`src/design/pid_trapezoid_integral_reset_macros.svh`:
```
// ----------------------------------------------------------------------------
// pid_trapezoid_integral_reset_macros
// assertion shorthands shared by the pid controller files
// ----------------------------------------------------------------------------
`ifndef PID_TRAPEZOID_INTEGRAL_RESET_MACROS_SVH
`define PID_TRAPEZOID_INTEGRAL_RESET_MACROS_SVH

// same-cycle implication, disabled during reset
`define PIDTI_ASSERT_SAME(label, clk, rst, ante, cons, msg) \
  label: assert property (@(posedge clk) disable iff (rst) (ante) |-> (cons)) \
    else $error(msg);

// next-cycle implication, disabled during reset
`define PIDTI_ASSERT_NEXT(label, clk, rst, ante, cons, msg) \
  label: assert property (@(posedge clk) disable iff (rst) (ante) |=> (cons)) \
    else $error(msg);

`endif

```
`src/design/pidti_pkg.sv`:
```
// ----------------------------------------------------------------------------
// pidti_pkg
// types and constants of the trapezoidal-integral pid controller
// ----------------------------------------------------------------------------
package pidti_pkg;

  // configuration register map
  localparam int CfgIdxW = 8;
  localparam logic [CfgIdxW-1:0] CfgSetpoint = 8'd0;
  localparam logic [CfgIdxW-1:0] CfgGainP    = 8'd1;
  localparam logic [CfgIdxW-1:0] CfgGainI    = 8'd2;
  localparam logic [CfgIdxW-1:0] CfgGainD    = 8'd3;

  // field widths
  localparam int SampleW = 16;
  localparam int GainW   = 16;
  localparam int ErrW    = 17;
  localparam int DiffW   = 18;
  localparam int IntegW  = 19;
  localparam int DriveW  = 40;

  // product widths
  localparam int PropW  = GainW + ErrW;
  localparam int DerivW = GainW + DiffW;
  localparam int IprodW = GainW + IntegW;

  // doubled integral limit (magnitude 50 in q12.4, times two)
  localparam logic signed [IntegW-1:0] IntegLimit = 19'sd1600;

  // error stage result
  typedef struct packed {
    logic signed [ErrW-1:0]   err;
    logic signed [DiffW-1:0]  diff;
    logic signed [IntegW-1:0] integ;
  } pidti_err_t;

endpackage

```
`src/design/pidti_channels_if.sv`:
```
// ----------------------------------------------------------------------------
// pidti channels
// valid/ready channels for samples, controller output and register writes
// ----------------------------------------------------------------------------

// measured sample channel
interface pidti_sample_if import pidti_pkg::*; ();
  logic                      valid;
  logic                      ready;
  logic signed [SampleW-1:0] measured_value;

  modport source (output valid, output measured_value, input ready);
  modport sink (input valid, input measured_value, output ready);
endinterface

// controller output channel
interface pidti_drive_if import pidti_pkg::*; ();
  logic                     valid;
  logic                     ready;
  logic signed [DriveW-1:0] drive_adjust;

  modport source (output valid, output drive_adjust, input ready);
  modport sink (input valid, input drive_adjust, output ready);
endinterface

// register write channel
interface pidti_cfg_if import pidti_pkg::*; ();
  logic               valid;
  logic               ready;
  logic [CfgIdxW-1:0] index;
  logic [GainW-1:0]   data;

  modport source (output valid, output index, output data, input ready);
  modport sink (input valid, input index, input data, output ready);
endinterface

```
`src/design/pid_trapezoid_integral_reset.sv`:
```
// ----------------------------------------------------------------------------
// pid_trapezoid_integral_reset
// pid controller with a trapezoidal integral that clears itself once large.
// Takes one q12.4 sample per cycle while the output is not stalled and returns
// one q.12 drive value per sample, in order. The first stage forms the error
// and updates the doubled integral and last error in the same cycle, so a
// sample can follow in every cycle unless a stall holds it up; the second stage
// holds the three gain products, the third the summed output. A stalled output
// only holds up the input once all three stages are full. Registers are to be
// written only while the controller holds no samples; the block does not
// enforce this. The write channel is always ready.
// ----------------------------------------------------------------------------
`include "pid_trapezoid_integral_reset_macros.svh"

module pid_trapezoid_integral_reset import pidti_pkg::*; (
  input  logic          clk,
  input  logic          rst,
  pidti_sample_if.sink  sample,
  pidti_drive_if.source drive,
  pidti_cfg_if.sink     cfg
);

  logic signed [GainW-1:0] setpoint;
  logic signed [GainW-1:0] gain_p;
  logic signed [GainW-1:0] gain_i;
  logic signed [GainW-1:0] gain_d;

  logic       load;
  logic       rdy1;
  logic       rdy2;
  logic       rdy3;
  logic       v1;
  logic       v2;
  pidti_err_t s1;

  logic signed [PropW-1:0]  prop;
  logic signed [DerivW-1:0] deriv;
  logic signed [IprodW-1:0] iprod;

  // register writes
  assign cfg.ready = 1'b1;

  always_ff @(posedge clk) begin
    if (rst) begin
      setpoint <= '0;
      gain_p   <= '0;
      gain_i   <= '0;
      gain_d   <= '0;
    end else if (cfg.valid) begin
      unique case (cfg.index)
        CfgSetpoint: setpoint <= cfg.data;
        CfgGainP:    gain_p   <= cfg.data;
        CfgGainI:    gain_i   <= cfg.data;
        CfgGainD:    gain_d   <= cfg.data;
        default: ;
      endcase
    end
  end

  // per-stage flow control
  assign rdy3 = !drive.valid || drive.ready;
  assign rdy2 = !v2 || rdy3;
  assign rdy1 = !v1 || rdy2;
  assign sample.ready = rdy1;
  assign load = sample.valid && rdy1;

  // error and integral stage
  pidti_err_stage u_err (
    .clk            (clk),
    .rst            (rst),
    .setpoint       (setpoint),
    .measured_value (sample.measured_value),
    .load           (load),
    .take           (rdy2),
    .stage_valid    (v1),
    .stage          (s1)
  );

  // gain products
  always_ff @(posedge clk) begin
    if (rst) begin
      v2 <= 1'b0;
    end else if (rdy2) begin
      v2 <= v1;
    end
  end

  always_ff @(posedge clk) begin
    if (rdy2 && v1) begin
      prop  <= PropW'(gain_p) * PropW'(s1.err);
      deriv <= DerivW'(gain_d) * DerivW'(s1.diff);
      iprod <= IprodW'(gain_i) * IprodW'(s1.integ);
    end
  end

  // output sum, integral term floored to 12 fraction bits
  always_ff @(posedge clk) begin
    if (rst) begin
      drive.valid <= 1'b0;
    end else if (rdy3) begin
      drive.valid <= v2;
    end
  end

  always_ff @(posedge clk) begin
    if (rdy3 && v2) begin
      drive.drive_adjust <= DriveW'(prop) + DriveW'(deriv) + DriveW'(iprod >>> 1);
    end
  end

  `PIDTI_ASSERT_SAME(a_out_source, clk, rst, $rose(drive.valid), $past(v2), "output valid without a product stage")
  `PIDTI_ASSERT_NEXT(a_prod_hold, clk, rst, v2 && !rdy3, v2 && $stable(prop) && $stable(iprod), "product stage lost while stalled")
  `PIDTI_ASSERT_SAME(a_no_drop, clk, rst, load && v1, rdy2, "error stage overwritten while full")

endmodule

```
`src/design/pidti_err_stage.sv`:
```
// ----------------------------------------------------------------------------
// pidti_err_stage
// error, error difference and trapezoidal integral update with its state
// ----------------------------------------------------------------------------
`include "pid_trapezoid_integral_reset_macros.svh"

module pidti_err_stage import pidti_pkg::*; (
  input  logic                      clk,
  input  logic                      rst,
  input  logic signed [GainW-1:0]   setpoint,
  input  logic signed [SampleW-1:0] measured_value,
  input  logic                      load,
  input  logic                      take,
  output logic                      stage_valid,
  output pidti_err_t                stage
);

  logic signed [ErrW-1:0]   last_error;
  logic signed [IntegW-1:0] integral;

  logic signed [ErrW-1:0]   err;
  logic signed [DiffW-1:0]  diff;
  logic                     below_limit;
  logic signed [IntegW-1:0] integral_next;

  // error and its change since the last sample
  assign err  = ErrW'(setpoint) - ErrW'(measured_value);
  assign diff = DiffW'(err) - DiffW'(last_error);

  // integral grows while small, otherwise it is cleared
  assign below_limit = (integral < IntegLimit) && (integral > -IntegLimit);
  assign integral_next = below_limit ?
                         (integral + IntegW'(err) + IntegW'(last_error)) : '0;

  // controller state, advanced on every accepted sample
  always_ff @(posedge clk) begin
    if (rst) begin
      last_error <= '0;
      integral   <= '0;
    end else if (load) begin
      last_error <= err;
      integral   <= integral_next;
    end
  end

  // stage register
  always_ff @(posedge clk) begin
    if (rst) begin
      stage_valid <= 1'b0;
    end else if (load) begin
      stage_valid <= 1'b1;
    end else if (take) begin
      stage_valid <= 1'b0;
    end
  end

  always_ff @(posedge clk) begin
    if (load) begin
      stage.err   <= err;
      stage.diff  <= diff;
      stage.integ <= integral_next;
    end
  end

  `PIDTI_ASSERT_NEXT(a_integ_clear, clk, rst, load && !below_limit, integral == '0, "integral not cleared past limit")
  `PIDTI_ASSERT_NEXT(a_state_hold, clk, rst, !load, $stable(integral) && $stable(last_error), "state moved without a sample")
  `PIDTI_ASSERT_NEXT(a_stage_fill, clk, rst, load, stage_valid && stage.integ == integral, "stage and integral disagree")

endmodule

```
`src/flat_wrapper.sv`:
```
// flat-port wrapper written by rule: the top's interface ports become plain ports
module pid_trapezoid_integral_reset_flat import pidti_pkg::*;
  (clk, rst, sample_valid, sample_measured_value, sample_ready, drive_valid, drive_drive_adjust, drive_ready, cfg_valid, cfg_index, cfg_data, cfg_ready);
  pidti_sample_if sample_i ();
  pidti_drive_if drive_i ();
  pidti_cfg_if cfg_i ();
  input  logic clk;
  input  logic rst;
  input wire logic [$bits(sample_i.valid)-1:0] sample_valid;
  input wire logic [$bits(sample_i.measured_value)-1:0] sample_measured_value;
  output wire logic [$bits(sample_i.ready)-1:0] sample_ready;
  output wire logic [$bits(drive_i.valid)-1:0] drive_valid;
  output wire logic [$bits(drive_i.drive_adjust)-1:0] drive_drive_adjust;
  input wire logic [$bits(drive_i.ready)-1:0] drive_ready;
  input wire logic [$bits(cfg_i.valid)-1:0] cfg_valid;
  input wire logic [$bits(cfg_i.index)-1:0] cfg_index;
  input wire logic [$bits(cfg_i.data)-1:0] cfg_data;
  output wire logic [$bits(cfg_i.ready)-1:0] cfg_ready;
  assign sample_i.valid = sample_valid;
  assign sample_i.measured_value = sample_measured_value;
  assign sample_ready = sample_i.ready;
  assign drive_valid = drive_i.valid;
  assign drive_drive_adjust = drive_i.drive_adjust;
  assign drive_i.ready = drive_ready;
  assign cfg_i.valid = cfg_valid;
  assign cfg_i.index = cfg_index;
  assign cfg_i.data = cfg_data;
  assign cfg_ready = cfg_i.ready;
  pid_trapezoid_integral_reset u_core (.clk(clk), .rst(rst), .sample(sample_i), .drive(drive_i), .cfg(cfg_i));
endmodule
```
`config.mk`:
```
export PLATFORM = sky130hd
export DESIGN_NAME = pid_trapezoid_integral_reset_flat
export DESIGN_NICKNAME = d
export VERILOG_FILES = /design/src/design/pidti_pkg.sv /design/src/design/pidti_channels_if.sv /design/src/design/pid_trapezoid_integral_reset.sv /design/src/design/pidti_err_stage.sv /design/src/flat_wrapper.sv
export VERILOG_INCLUDE_DIRS = /design/src /design/src/design
export SDC_FILE = /design/constraint.sdc
export NUM_CORES = 2
export LEC_CHECK = 0
export BUFFER_PORTS_ARGS = -buffer_cell sky130_fd_sc_hd__buf_4
export CAP_MARGIN = 20
export CORE_MARGIN = 10
export CORE_UTILIZATION = 25
export DETAILED_ROUTE_END_ITERATION = 10
export PLACE_DENSITY_LB_ADDON = 0.3
export SLEW_MARGIN = 25
export SYNTH_ARGS = -nofsm -noshare
export SYNTH_HDL_FRONTEND = slang
export SYNTH_SLANG_ARGS = --single-unit
```
`constraint.sdc`:
```
create_clock -name clk -period 17.85 [get_ports clk]
set_clock_uncertainty 0.1 [all_clocks]
set_input_delay 3.57 -clock clk [delete_from_list [all_inputs] [get_ports clk]]
set_output_delay 3.57 -clock clk [all_outputs]
set_load 0.01 [all_outputs]
```
==> insert_results.sql <==
INSERT INTO impl_metrics (metric_group, metric, value, unit) VALUES
('outcome', 'run_status', 'finished clean', ''),
('critical_path', 'cells_along_the_critical_path', 'buf_4 -> nor2b_1 -> nand3_1 -> buf_4', ''),
('critical_path', 'worst_setup_path_end_kind', 'primary output', ''),
('yosys', 'synthesis.area', '47170', 'um^2'),
('yosys', 'seq_total_area_yosys', '16.53', '%'),
('clocking', 'latest_clock_arrival_within_the_worst_skew_pair', '630', 'ps'),
('power', 'vdd_drop_max', '68.64', 'uV'),
('finish', 'most-common-layout-cells', 'sky130_fd_sc_hd__inv_1, sky130_fd_sc_hd__fa_1, sky130_fd_sc_hd__nand2_1', ''),
('clocking', 'clock-sinks', '294', ''),
('yosys', 'synth_async_sr_flop_share', '0', '%'),
('grt', 'gr-total-overflow', '0', ''),
('floorplanning', 'initial_core_util', '25.14', '%'),
('timing', 'hold-worst-slack', '353.4', 'ps'),
('critical_path', 'cp_data_arrival_time', '4520', 'ps'),
('critical_path', 'crit_path_most_repeated_cell', 'sky130_fd_sc_hd__buf_4', ''),
('critical_path', 'critical_path.top_delay_family', 'simple AND/OR/NAND/NOR gates', ''),
('timing', 'setup_violators_final', '0', ''),
('finish', 'finalNonFillerCells', '7401', ''),
('clocking', 'max_h_tree_level', '2', ''),
('yosys', 'ys_ff_latch', '294', ''),
('yosys', 'synthesis.area_per_instance', '9.693', 'um^2'),
('yosys', 'synth_enable_flop_cells', '191', ''),
('placed_design', 'routabilityCongestion', '0.8265', ''),
('detailed_routing', 'detail_route.drc_violations', '0', ''),
('power', 'report.power.total', '0.002543', 'W'),
('detailed_routing', 'drt-total-wl', '129700', 'um'),
('floorplanning', 'fp.dieH', '454.4', 'um'),
('placed_design', 'io_buffers', '86', ''),
('floorplanning', 'site_row_count', '159', ''),
('grt', 'antenna_violations_before_repair', '4', ''),
('yosys', 'dominantRegCellSynth', 'sky130_fd_sc_hd__edfxtp_1', ''),
('floorplanning', 'die_w', '454.4', 'um'),
('clocking', 'cts_setup_buffers', '0', ''),
('timing', 'max_freq', '0.1221', 'GHz'),
('power', 'seq_power_share', '38.9', '%'),
('clocking', 'tritoncts.num_buffers', '41', ''),
('power', 'power_density', '48.86', 'nW/um^2'),
('grt', 'first_global_vias', '34760', ''),
('placed_design', 'placed_instance_count', '7324', ''),
('yosys', 'synth.largest_area_cell', 'sky130_fd_sc_hd__fa_1', ''),
('detailed_routing', 'vias', '32060', ''),
('finish', 'nNetsFinal', '6185', ''),
('critical_path', 'critical_path.n_buffers_inverters', '2', ''),
('critical_path', 'worst_setup_path_start_kind', 'primary input', ''),
('yosys', 'synth_top_cells_by_area', 'sky130_fd_sc_hd__fa_1, sky130_fd_sc_hd__edfxtp_1, sky130_fd_sc_hd__ha_1', ''),
('timing', 'max_slew_margin', '27.78', '%'),
('run', 'cap_viol_max_count', '0', ''),
('timing', 'worstMarginPinSlew', '1082', 'ps'),
('timing', 'timing.final.max_slew_violations', '0', ''),
('timing', 'timing.final.crit_share', '45.89', '%'),
('floorplanning', 'design.core.area', '187600', 'um^2'),
('min_path', 'holdCritPathClass', 'flip-flop to flip-flop', ''),
('yosys', 'yosys_warnings', '0', ''),
('power', 'total_switching_power', '0.0009797', 'W'),
('clocking', 'tritoncts', 'done', ''),
('clocking', 'clk_pin_slew', '60', 'ps'),
('critical_path', 'cp_slowest_cell', 'sky130_fd_sc_hd__nor2b_1', ''),
('clocking', 'post_cts_resized', '0', ''),
('grt', 'grt_max_degree', '62', ''),
('finish', 'fillCellCount', '19910', ''),
('yosys', 'netlist_instances', '4866', ''),
('clocking', 'cts_stage_hold_buffer_count', '0', ''),
('yosys', 'yosys.area.top_type_share', '39.30', '%'),
('timing', 'final_tns_setup', '0', 'ps'),
('power', 'power_switching_share', '38.53', '%'),
('clocking', 'ctsLongestPathBuffers', '3', ''),
('critical_path', 'crit_fanout', '5', ''),
('detailed_routing', 'first_pass_iters', '5', ''),
('detailed_routing', 'dr_wl_cell', '17.52', 'um'),
('grt', 'gr-usage-all-layers', '12.82', '%'),
('finish', 'area.growth.synth_to_final', '10.33', '%');
per-layer routing:
metal / share of wire (%) / global-route usage (%) / routed length [um]
met2: 48 / 21.45 / 61990
met1: 45 / 17.15 / 57780
met3: 3.8 / 1.520 / 4863
met5: 0 / 0 / 0
met4: 3.9 / 4.246 / 5013
tightest hold or removal path: cells and delay by family, from the launching register on:
kind / cells / cell delay, ps
AOI/OAI and AO/OA: 1 / 50
and+or+nand+nor: 1 / 50
DFF: 1 / 310
sequential cells by signal, summed over array words and instances, names as in the netlist:
register	cells
u_core.deriv	34
u_core.iprod	34
u_core.v2	1
u_core.u_err.integral	19
u_core.prop	33
u_core.gain_d	16
u_core.u_err.stage_valid	1
u_core.gain_p	16
u_core.gain_i	16
u_core.setpoint	16
u_core.drive.valid	1
u_core.drive.drive_adjust	36
u_core.u_err.last_error	17
u_core.u_err.stage	54
final cells by class:
type	count	area, um^2	share of cell area (%)
Timing Repair Buffer	131	1003	1.928
Multi-Input combinational cell	3297	34570	66.43
Clock buffer	52	1151	2.212
Clock inverter	24	236.5	0.4544
Tap cell	2495	3122	5.999
Sequential cell	294	7797	14.98
Antenna cell	1	2.502	0.004809
Inverter	1107	4156	7.987
cell usage after synthesis, drive strengths merged (5+ instances only):
cell type / count
a2111oi: 5
a211oi: 13
a21boi: 5
a21o: 59
a21oi: 151
a31oi: 13
and2: 418
and3: 17
buf: 18
clkbuf: 150
dfxtp: 103
edfxtp: 191
fa: 926
ha: 342
inv: 1106
mux2i: 64
nand2: 525
nand2b: 39
nand3: 39
nand3b: 7
nand4: 12
nor2: 188
nor2b: 20
nor3: 33
nor4: 12
o211ai: 7
o21a: 22
o21ai: 76
o21bai: 38
o31ai: 8
or3: 15
xnor2: 139
xor2: 41
power groups by stage:
stage,logic (W),clock network (W),registers [W]
2_1_floorplan,0.000495,0,0.000889
6_report,0.000701,0.000853,0.000989
3_3_place_gp,0.000693,0,0.00100
3_5_place_dp,0.000703,0,0.00100
5_1_grt,0.000783,0.000907,0.00100
4_1_cts,0.000707,0.000881,0.000990
worst paths after layout:
| path | start | endpoint | slack [ps] | cells past startpoint |
|---|---|---|---|---|
| worst max register to register | u_core.gain_i[7]$_SDFFE_PP0P_ | u_core.iprod[29]$_DFFE_PP_ | 10280 | 22 |
| worst min register to register | u_core.u_err.last_error[11]$_SDFFE_PP0P_ | u_core.u_err.last_error[11]$_SDFFE_PP0P_ | 350 | 2 |
| worst min-delay path | u_core.u_err.last_error[11]$_SDFFE_PP0P_ | u_core.u_err.last_error[11]$_SDFFE_PP0P_ | 350 | 2 |
| worst max-delay path | drive_ready | sample_ready | 9660 | 4 |
logic make-up (layout without fill, tap and decap cells):
kind of cell	Yosys count	in the layout	synth area share, %
flip-flops	294	294	16.53
AO/OA/AOI/OAI	445	445	6.255
buffers and inverters	1275	1314	10.23
other	1	2	0.007951
AND/OR/NAND/NOR	1339	1339	13.90
multiplexers	64	64	1.358
XOR/XNOR	180	180	3.342
adder cells (fa/ha/maj)	1268	1268	48.38
metrics by stage:
stage                     instance area [um^2]  setup slack (ps)  util, %
final                                    52040              9659    27.74
after global routing                     52040              9347    27.74
after CTS                                52040              9648    27.74
after detailed placement                 50650              9189    27.00
after global placement                   50620              9184    26.98
after floorplan                          47170              6068        -
No activity file was read; power rests on OpenSTA's default activity.
